`config.mk`:
```
export PLATFORM = sky130hd
export DESIGN_NAME = first_fit_block_allocator
export DESIGN_NICKNAME = d
export VERILOG_FILES = /design/src/rtl/ffba_pkg.sv /design/src/rtl/ffba_ctrl.sv /design/src/rtl/ffba_dp.sv /design/src/rtl/first_fit_block_allocator.sv
export SDC_FILE = /design/constraint.sdc
export NUM_CORES = 2
export LEC_CHECK = 0
export BUFFER_PORTS_ARGS = -buffer_cell sky130_fd_sc_hd__buf_2
export CAP_MARGIN = 40
export CORE_MARGIN = 2
export CORE_UTILIZATION = 55
export CTS_BUF_LIST = sky130_fd_sc_hd__clkbuf_8 sky130_fd_sc_hd__clkbuf_16
export CTS_CLUSTER_DIAMETER = 50
export DETAILED_ROUTE_END_ITERATION = 10
export HOLD_SLACK_MARGIN = 0.08
export PLACE_DENSITY_LB_ADDON = 0.1
export SLEW_MARGIN = 25
export SYNTH_ARGS = -nofsm -noshare
export SYNTH_HDL_FRONTEND = slang
export SYNTH_SLANG_ARGS = --single-unit
```
`constraint.sdc`:
```
create_clock -name clk -period 13.1 [get_ports clk]
set_input_delay 1.31 -clock clk [delete_from_list [all_inputs] [get_ports clk]]
set_output_delay 1.31 -clock clk [all_outputs]
set_load 0.02 [all_outputs]
```
`src/rtl/ffba_pkg.sv`:
```
// shared types and constants of the first-fit block allocator
`default_nettype none

package ffba_pkg;

    localparam int ADDR_BITS        = 24;
    localparam int DEF_MAX_BLOCKS   = 64;
    localparam int DEF_HEADER_BYTES = 24;

    localparam logic CMD_ALLOC = 1'b0;
    localparam logic CMD_FREE  = 1'b1;

    typedef logic [ADDR_BITS-1:0] addr_t;

    typedef enum logic [1:0] {
        ST_OK      = 2'd0,
        ST_NULL    = 2'd1,
        ST_OOM     = 2'd2,
        ST_UNKNOWN = 2'd3
    } status_t;

    // how a request ends
    typedef enum logic [1:0] {
        FIN_NONE = 2'd0,
        FIN_NULL = 2'd1,
        FIN_HIT  = 2'd2,
        FIN_MISS = 2'd3
    } fin_t;

    // one table entry
    typedef struct packed {
        addr_t offset;
        addr_t size;
        logic  is_free;
    } entry_t;

    typedef struct packed {
        logic load;
        logic step;
        fin_t fin;
    } ffba_ctl_t;

    typedef struct packed {
        logic null_req;
        logic hit;
        logic scan_done;
    } ffba_sts_t;

endpackage : ffba_pkg

`default_nettype wire

```
`src/rtl/ffba_ctrl.sv`:
```
// controller state machine of the first-fit block allocator
`default_nettype none

module ffba_ctrl (
    input  wire logic               clk,
    input  wire logic               rst_n,
    input  wire logic               start,
    input  wire ffba_pkg::ffba_sts_t sts,
    output ffba_pkg::ffba_ctl_t     ctl,
    output logic                    busy
);
    import ffba_pkg::*;

    typedef enum logic {
        S_IDLE,
        S_SCAN
    } state_t;

    state_t state_reg;
    state_t state_next;

    always_comb
    begin
        state_next = state_reg;
        ctl        = '{load: 1'b0, step: 1'b0, fin: FIN_NONE};
        unique case (state_reg)
            S_IDLE:
            begin
                if (start)
                begin
                    ctl.load   = 1'b1;
                    state_next = S_SCAN;
                end
            end
            S_SCAN:
            begin
                state_next = S_IDLE;
                priority if (sts.null_req)
                    ctl.fin = FIN_NULL;
                else if (sts.hit)
                    ctl.fin = FIN_HIT;
                else if (sts.scan_done)
                    ctl.fin = FIN_MISS;
                else
                begin
                    ctl.step   = 1'b1;
                    state_next = S_SCAN;
                end
            end
            default:
            begin
                state_next = S_IDLE;
            end
        endcase
    end

    always_ff @(posedge clk or negedge rst_n)
    begin
        if (!rst_n)
            state_reg <= S_IDLE;
        else
            state_reg <= state_next;
    end

    assign busy = (state_reg != S_IDLE);

endmodule : ffba_ctrl

`default_nettype wire

```
`src/rtl/ffba_dp.sv`:
```
// datapath of the first-fit block allocator: block table, heap top and result
`default_nettype none

module ffba_dp #(
    parameter int MAX_BLOCKS   = ffba_pkg::DEF_MAX_BLOCKS,
    parameter int HEADER_BYTES = ffba_pkg::DEF_HEADER_BYTES
) (
    input  wire logic                clk,
    input  wire logic                rst_n,
    input  wire ffba_pkg::ffba_ctl_t ctl,
    output ffba_pkg::ffba_sts_t      sts,
    input  wire logic                cmd,
    input  wire ffba_pkg::addr_t     request_size,
    input  wire ffba_pkg::addr_t     payload_address,
    input  wire logic                heap_limit_we,
    input  wire ffba_pkg::addr_t     heap_limit_wdata,
    output logic                     done,
    output logic [1:0]               status,
    output ffba_pkg::addr_t          result_address
);
    import ffba_pkg::*;

    localparam int IDX_W = $clog2(MAX_BLOCKS);
    localparam int CNT_W = $clog2(MAX_BLOCKS + 1);
    localparam int SUM_W = ADDR_BITS + 2;
    localparam addr_t HDR = ADDR_BITS'(HEADER_BYTES);

    entry_t mem [MAX_BLOCKS];
    entry_t rd_data_reg;

    logic              cmd_reg;
    addr_t             size_reg;
    addr_t             addr_reg;
    logic [CNT_W-1:0]  idx_reg;
    logic [CNT_W-1:0]  idx_next;
    logic [IDX_W-1:0]  eval_idx_reg;
    logic [IDX_W-1:0]  eval_idx_next;
    logic              rd_valid_reg;
    logic              rd_valid_next;
    logic [CNT_W-1:0]  count_reg;
    logic [CNT_W-1:0]  count_next;
    addr_t             top_reg;
    addr_t             top_next;
    addr_t             limit_reg;
    logic              done_reg;
    status_t           status_reg;
    status_t           status_next;
    addr_t             result_reg;
    addr_t             result_next;

    logic              mem_we;
    logic [IDX_W-1:0]  mem_waddr;
    entry_t            mem_wdata;

    addr_t             rd_payload;
    logic              rd_match;
    logic [SUM_W-1:0]  new_top;
    logic              table_full;
    logic              is_last;

    assign rd_payload = rd_data_reg.offset + HDR;
    assign rd_match   = (cmd_reg == CMD_ALLOC)
                        ? (rd_data_reg.is_free && (rd_data_reg.size >= size_reg))
                        : (rd_payload == addr_reg);
    assign new_top    = SUM_W'(top_reg) + SUM_W'(HDR) + SUM_W'(size_reg);
    assign table_full = (count_reg == CNT_W'(MAX_BLOCKS));
    assign is_last    = ((CNT_W'(eval_idx_reg) + CNT_W'(1)) == count_reg);

    assign sts.null_req  = (cmd_reg == CMD_ALLOC) ? (size_reg == '0) : (addr_reg == '0);
    assign sts.hit       = rd_valid_reg && rd_match;
    assign sts.scan_done = !rd_valid_reg && (idx_reg == count_reg);

    // scan pointer: one table read issued per step, checked the cycle after
    always_comb
    begin
        idx_next      = idx_reg;
        eval_idx_next = eval_idx_reg;
        rd_valid_next = 1'b0;
        if (ctl.load)
            idx_next = '0;
        else if (ctl.step && (idx_reg < count_reg))
        begin
            idx_next      = idx_reg + CNT_W'(1);
            eval_idx_next = idx_reg[IDX_W-1:0];
            rd_valid_next = 1'b1;
        end
    end

    always_comb
    begin
        count_next  = count_reg;
        top_next    = top_reg;
        status_next = status_reg;
        result_next = result_reg;
        mem_we      = 1'b0;
        mem_waddr   = eval_idx_reg;
        mem_wdata   = rd_data_reg;
        unique case (ctl.fin)
            FIN_NONE:
            begin
            end
            FIN_NULL:
            begin
                status_next = ST_NULL;
                result_next = '0;
            end
            FIN_HIT:
            begin
                status_next = ST_OK;
                if (cmd_reg == CMD_ALLOC)
                begin
                    result_next       = rd_payload;
                    mem_we            = 1'b1;
                    mem_wdata.is_free = 1'b0;
                end
                else
                begin
                    result_next = '0;
                    if (is_last)
                    begin
                        // last block goes away and the top drops back
                        count_next = count_reg - CNT_W'(1);
                        top_next   = rd_data_reg.offset;
                    end
                    else
                    begin
                        mem_we            = 1'b1;
                        mem_wdata.is_free = 1'b1;
                    end
                end
            end
            FIN_MISS:
            begin
                result_next = '0;
                if (cmd_reg == CMD_FREE)
                    status_next = ST_UNKNOWN;
                else if (table_full || (new_top > SUM_W'(limit_reg)))
                    status_next = ST_OOM;
                else
                begin
                    // append a block at the heap top
                    status_next = ST_OK;
                    result_next = top_reg + HDR;
                    mem_we      = 1'b1;
                    mem_waddr   = count_reg[IDX_W-1:0];
                    mem_wdata   = '{offset: top_reg, size: size_reg, is_free: 1'b0};
                    count_next  = count_reg + CNT_W'(1);
                    top_next    = new_top[ADDR_BITS-1:0];
                end
            end
            default:
            begin
            end
        endcase
    end

    always_ff @(posedge clk)
    begin
        if (mem_we)
            mem[mem_waddr] <= mem_wdata;
        rd_data_reg <= mem[idx_reg[IDX_W-1:0]];
    end

    always_ff @(posedge clk)
    begin
        if (ctl.load)
        begin
            cmd_reg  <= cmd;
            size_reg <= request_size;
            addr_reg <= payload_address;
        end
        eval_idx_reg <= eval_idx_next;
        status_reg   <= status_next;
        result_reg   <= result_next;
    end

    always_ff @(posedge clk or negedge rst_n)
    begin
        if (!rst_n)
        begin
            idx_reg      <= '0;
            rd_valid_reg <= 1'b0;
            count_reg    <= '0;
            top_reg      <= '0;
            limit_reg    <= '1;
            done_reg     <= 1'b0;
        end
        else
        begin
            idx_reg      <= idx_next;
            rd_valid_reg <= rd_valid_next;
            count_reg    <= count_next;
            top_reg      <= top_next;
            done_reg     <= (ctl.fin != FIN_NONE);
            if (heap_limit_we)
                limit_reg <= heap_limit_wdata;
        end
    end

    assign done           = done_reg;
    assign status         = status_reg;
    assign result_address = result_reg;

endmodule : ffba_dp

`default_nettype wire

```
`src/rtl/first_fit_block_allocator.sv`:
```
// first-fit heap allocator over an address-ordered block table
// a request is taken when start is high and busy is low; done pulses one cycle with the result
// a null request ends on its first scan cycle; otherwise table entries are read in order, one per cycle,
// and the scan ends on the first hit or, on a miss, once every block has been read and checked
// a new request is taken at the earliest in the cycle the result shows, so requests never overlap
// reset clears block count, heap top and result strobe and sets heap_limit to all ones
`default_nettype none

module first_fit_block_allocator #(
    parameter int MAX_BLOCKS   = ffba_pkg::DEF_MAX_BLOCKS,
    parameter int HEADER_BYTES = ffba_pkg::DEF_HEADER_BYTES
) (
    input  wire logic            clk,
    input  wire logic            rst_n,
    input  wire logic            start,
    output logic                 busy,
    input  wire logic            cmd,
    input  wire ffba_pkg::addr_t request_size,
    input  wire ffba_pkg::addr_t payload_address,
    input  wire logic            heap_limit_we,
    input  wire ffba_pkg::addr_t heap_limit_wdata,
    output logic                 done,
    output logic [1:0]           status,
    output ffba_pkg::addr_t      result_address
);
    import ffba_pkg::*;

    ffba_ctl_t ctl;
    ffba_sts_t sts;

    ffba_ctrl u_ctrl (
        .clk   (clk),
        .rst_n (rst_n),
        .start (start),
        .sts   (sts),
        .ctl   (ctl),
        .busy  (busy)
    );

    ffba_dp #(
        .MAX_BLOCKS   (MAX_BLOCKS),
        .HEADER_BYTES (HEADER_BYTES)
    ) u_dp (
        .clk              (clk),
        .rst_n            (rst_n),
        .ctl              (ctl),
        .sts              (sts),
        .cmd              (cmd),
        .request_size     (request_size),
        .payload_address  (payload_address),
        .heap_limit_we    (heap_limit_we),
        .heap_limit_wdata (heap_limit_wdata),
        .done             (done),
        .status           (status),
        .result_address   (result_address)
    );

    // every result follows a request's end in the next cycle
    a_done_after_fin: assert property (@(posedge clk) disable iff (!rst_n)
        done |-> $past(ctl.fin != FIN_NONE))
        else $error("result strobe without a finished request");

    // the controller going idle always comes with a result
    a_idle_gives_done: assert property (@(posedge clk) disable iff (!rst_n)
        $fell(busy) |-> done)
        else $error("request ended without a result");

    // a nonzero address is only handed out on success
    a_addr_only_ok: assert property (@(posedge clk) disable iff (!rst_n)
        (done && (result_address != '0)) |-> (status == ST_OK))
        else $error("address returned with a failing status");

    // scan steps and finishing never happen in the same cycle
    a_step_excl: assert property (@(posedge clk) disable iff (!rst_n)
        ctl.step |-> (ctl.fin == FIN_NONE) && busy)
        else $error("scan step overlaps request end");

endmodule : first_fit_block_allocator

`default_nettype wire

```
Word level (Yosys, flattened, before mapping):

Memories as Yosys holds them, arrays and structs flattened. A register that Yosys moved wholly into a read port is not among the register bits.
Index checks and enable logic that the tools add are counted.

* register bits: 146
* memory bits (writable): 3136
* input bits: 77
* output and inout bits: 28
* word-level logic and storage cells: 101
* memories: 1

Memory list
* u_dp.mem: depth 64, bits a word 49, read ports 1, clocked after memory_dff 1, write ports 1, RTL line ffba_dp.sv:28 `entry_t mem [MAX_BLOCKS];`

* add/sub/neg operators: 8
* magnitude comparators: 3
* equal/unequal tests: 11
* mux-type cells: 49
* bitwise operators: 2
* reductions and logical operators: 14

Operators by type and width (count)
* 24-bit two-way mux: 7
* 49-bit two-way mux: 2
* 24-bit case mux with 3 select lines: 1
* 24-bit by 5-bit adder with 24-bit output (second input constant): 2
* 24-bit logical NOT: 2
* 48-bit two-way mux: 1
* 24-bit case mux with 2 select lines: 1
* 7-bit two-way mux: 6
* 26-bit by 24-bit adder with 26-bit output: 1
* 26-bit by 24-bit > comparator with 1-bit output: 1
* 24-bit by 5-bit adder with 25-bit output (second input constant): 1
* 24-bit == test: 1
* 24-bit greater-or-equal comparator: 1
* 6-bit two-way mux: 3
* 1-bit two-way mux: 17
* 7-bit by 1-bit adder with 7-bit output (second input constant): 2
* 7-bit == test: 2
* 7-bit case mux with 2 select lines: 1
* 2-bit two-way mux: 5
* 6-bit by 1-bit adder with 7-bit output (second input constant): 1
* 7-bit == test (second input constant): 1
* 7-bit < comparator: 1
* 7-bit by 1-bit subtractor with 7-bit output (second input constant): 1
* 1-bit case mux with 2 select lines: 3
* other kinds (14): 23

Depth between registers and ports, before layout:

* depth after elaboration: 11
* depth in mapped cells: 26
* gate-level depth less buffers: 24

By module:

Synthesis repeated with hierarchy kept, for this count alone.

* cells, all modules: 5620
* area total of the unflattened synthesis: 130323.7 um^2

Modules (own cells, without submodules)
* ffba_dp: instances 1, cells each 5610, area each 130244.9 um^2, seq. area each 99215.2 um^2
* ffba_ctrl: instances 1, cells each 10, area each 78.8 um^2, seq. area each 25.0 um^2

Least setup slack after synthesis:

OpenSTA, ideal clock, no wires.

* kind: flip-flop to flip-flop
* start point: register u_dp.top_reg[3]
* end point: memory u_dp.mem[0][19] (netlist bit) (data pin)
* library setup time: 0.702 ns
* arrival: 7.540 ns
* data required time: 12.398 ns
* path slack: 4.858 ns
* cell stages (with the launch flop): 24
* path buffers: 1
* period minus slack after synthesis: 8.242 ns
* cell sequence: dfrtp_1 > inv_1 > ha_1 > nor2_1 > and2_1 > and3_1 > xor2_1 > ha_1 > and3_1 > and3_1 > a221oi_1 > o311ai_0 > a31o_2 > a21oi_1 > xnor2_1 > ha_1 > a21o_1 > a31oi_1 > o211ai_1 > o211a_1 > a2111oi_4 > inv_1 > clkbuf_1 > o21ai_0

RTL lines
* from (decl): RTL line ffba_dp.sv:42 `addr_t top_reg;`
* from (signal assigned): RTL line ffba_dp.sv:193 `top_reg <= top_next;`
* to (decl): RTL line ffba_dp.sv:28

Worst setup path in the final report:

* start point: register u_dp.top_reg[3]
* end point: memory u_dp.mem[56][30] (netlist bit) (enable)

* word-level cells in the longest chain between the ends: 9
* elaborated cells between the ends (all ways): 12
* those cells by class: add/sub (2); order compare (1); mux (8); reduce/logical (1)

RTL lines
* 24-bit by 5-bit adder with 25-bit output (*): RTL line ffba_dp.sv:65 `assign new_top = SUM_W'(top_reg) + SUM_W'(HDR) + SUM_W'(size_reg);`
* 26-bit by 24-bit adder with 26-bit output (*): RTL line ffba_dp.sv:65
* 26-bit by 24-bit > comparator with 1-bit output (*): RTL line ffba_dp.sv:137 `else if (table_full || (new_top > SUM_W'(limit_reg)))`
* 1-bit logical OR (*): RTL line ffba_dp.sv:137
* 1-bit two-way mux: RTL line ffba_dp.sv:137
* 1-bit two-way mux: RTL line ffba_dp.sv:135 `if (cmd_reg == CMD_FREE)`
* 1-bit case mux with 2 select lines: RTL line ffba_dp.sv:98 `unique case (ctl.fin)`
* 1-bit two-way mux: RTL line ffba_dp.sv:159 `if (mem_we)`
* 1-bit two-way mux (not written as such): RTL line ffba_dp.sv:160 `mem[mem_waddr] <= mem_wdata;`

Every way passes the cells marked *; elsewhere a longest branch is shown, timed or not.

==> qor.csv <==
stage,metric,value,unit
critical_path,crit_path_end_kind,register,
sta,finalHoldViolCount,0,
power,internal_power,17.3,mW
clock_network,htree_num_levels,5,
critical_path,cp_slowest_stage_delay,770,ps
routing,routed_wl,363000,microns
cells_and_area,finalNetCount,6324,
critical_path,regToRegStartpoint,u_dp.top_reg[3]$_DFFE_PN0P_,
global_route,grt_overflow,0,
place,io_buffers,104,
synth,synth_cell_types,82,
critical_path,crit_arrival,9840,ps
clock_network,cts_root_buffer,clkbuf_16,
cells_and_area,area_growth,14.7,%
routing,drt_first_pass_iters,7,
clock_network,cts_resized,0,
synth,async_flop_share,1.95,%
sta,finClkSkew,81.9,ps
routing,vias,64300,
die,die_w,491,microns
global_route,grt_pass1_wl,505000,microns
power,swShare,19.3,%
die,die_area,0.241,sq mm
power,seq_power_share,53.7,%
power,p_switching,4.15,mW
routing,routed.top_layer,met5,
sta,grt_setup_unrepaired,no,
clock_network,clkTransAtPathRegs,60,ps
power,leakage,36.4,nW
die,core-area,0.235,sq mm
place,place.gp.congestion,0.910,
synth,ys_seq_area_share,76.1,%
cells_and_area,largest_reg_flops,3136,
power,p_total,21.5,mW
clock_network,clkSinkCount,3331,
sta,hold_slack,343,ps
routing,wire_per_inst,37.8,microns
cells_and_area,layout_common_cells,"edfxtp_1, mux4_2, clkbuf_16",
clock_network,cts_tree,built,
clock_network,holdBufCountCts,0,
sta,worstMarginPinSlew,1210,ps
critical_path,crit_slowest_cell,buf_4,
critical_path,crit_path_start_kind,register,
run_status,outcome,completed,
synth,ys.warnings.count,0,
synth,synth.net_count,5882,
synth,synth-edff-count,3217,
critical_path,crit_buf_inv,6,
critical_path,reg2regPathDepth,27,
critical_path,required,13650,ps
global_route,grt_max_degree,140,
sta,fin_crit_sh,70.9,%
worst_hold_path,hold_class,in -> async,
routing,vias_per_cell,6.68,
global_route,grt_usage,30.3,%
synth,synthCells,5714,
die,start_util,55.4,%
synth,ys_ff_latch,3331,
routing,wl_met2,173000,microns
sta,fin_tns_setup,0,ps
power,clockPowerShare,46.0,%
power,p_per_area,143,mW/mm^2
sta,drv_slew,0,
clock_network,post_cts_buffers,0,
routing,routed-wl-met3,32300,microns
clock_network,numCtsBuffers,366,
synth,synth_ff_type,edfxtp_1,
global_route,grt_pass1_vias,63000,
critical_path,r2r-end,u_dp.mem[56][30]$_DFFE_PP_,
clock_network,clk_latency,970,ps
die,die_h,491,microns
cells_and_area,mostFrequentLayoutCell,edfxtp_1,
routing,wl_met1,144000,microns
die,num_rows,178,
routing,drt_iter0_markers,9182,
sta,timing.fmax,108,MHz
global_route,antenna_found_initial,49,
place,dp_hpwl,224000,microns
routing,drc,0,
flow_run,max-cap-violations,0,
sta,min_period,9290,ps
critical_path,crit_family,compound AO/OA/AOI/OAI gates,
critical_path,critPathKind,reg -> reg,
sta,finalSetupViolCount,0,
clock_network,cts_max_path_buffers,4,
routing,ant_nets,0,
die,ios,105,
sta,slew_headroom,19.0,%
power,pwr-share-comb,0.3,%
critical_path,critPathMaxFanout,48,
synth,avgSynthCellArea,22.8,sq um
power,ir_worst_vdd,0.156,mV
cells_and_area,drive_gt1_share,32.5,%
critical_path,r2r_slack,3810,ps
synth,netlist_area,0.130,sq mm
logic make-up (layout without fill, tap and decap cells):
logic type / Yosys count / count (layout) / share of synthesized area (%)
compound gates: 280 / 280 / 1.37
xor+xnor: 92 / 92 / 0.629
fa+ha+maj: 91 / 91 / 0.885
buf+inv: 372 / 1096 / 1.08
flops: 3331 / 3331 / 76.1
mux: 1083 / 1083 / 18.2
other cells: 0 / 33 / 0
simple gates: 465 / 465 / 1.70
metal layers:
layer,vias to the layer above,global-route usage (%)
li1,25200,-
met1,35000,44.1
met2,3416,46.7
met3,627,5.82
met4,16,10.8
met5,-,0
how the worst max path moves through the flow:
stage	from	to	cells after the start
final	u_dp.top_reg[3]$_DFFE_PN0P_	u_dp.mem[56][30]$_DFFE_PP_	27
after global routing	u_dp.top_reg[3]$_DFFE_PN0P_	u_dp.mem[56][10]$_DFFE_PP_	29
after CTS	u_dp.top_reg[3]$_DFFE_PN0P_	u_dp.mem[56][30]$_DFFE_PP_	26
after detailed placement	u_dp.top_reg[3]$_DFFE_PN0P_	u_dp.mem[56][9]$_DFFE_PP_	26
after global placement	u_dp.top_reg[3]$_DFFE_PN0P_	u_dp.mem[63][25]$_DFFE_PP_	26
after floorplan	u_dp.top_reg[3]$_DFFE_PN0P_	u_dp.mem[0][19]$_DFFE_PP_	23
area by class of cell:
| class | count | area (sq um) |
|---|---|---|
| sequential | 3331 | 99300 |
| fill | 15500 | 85900 |
| multi-input combinational | 2011 | 30700 |
| clock buffer | 379 | 9430 |
| tap | 3150 | 3940 |
| timing repair buffer | 361 | 3700 |
| clock inverter | 271 | 2110 |
| inverter | 85 | 322 |
| antenna | 33 | 82.6 |
per-stage QoR:
stage                     utilization (%)  setup WS [ps]  cells  cell area (sq um)
after global routing                 63.5           3350   9603             149000
after detailed placement             58.4           3670   8920             137000
after floorplan                         -           4860   5714             130000
after global placement               57.8           3730   8862             136000
final                                63.5           3810   9621             150000
after CTS                            63.3           3690   9570             149000
synth_stat cells (all sizes together) (43+ instances only):
cell       n  area, sq um
buf       75          299
edfxtp  3217        96600
inv       83          312
nor2     109          412
xnor2     53          464
mux4    1029        23200
o21ai    105          526
ha        89         1110
nand2    187          702
mux2      43          484
a21oi     59          295
dfxtp     49          981
clkbuf   212          796
power by group through the flow:
stage                     Sequential [mW]  Combinational (mW)  Clock (mW)
after floorplan                      11.7              0.0200           0
after global placement               11.7              0.0630           0
after detailed placement             11.7              0.0638           0
after CTS                            11.5              0.0641        10.0
after global routing                 11.5              0.0675        10.4
final                                11.5              0.0639        9.88
Note: power is estimated with default switching activity, not from simulation.
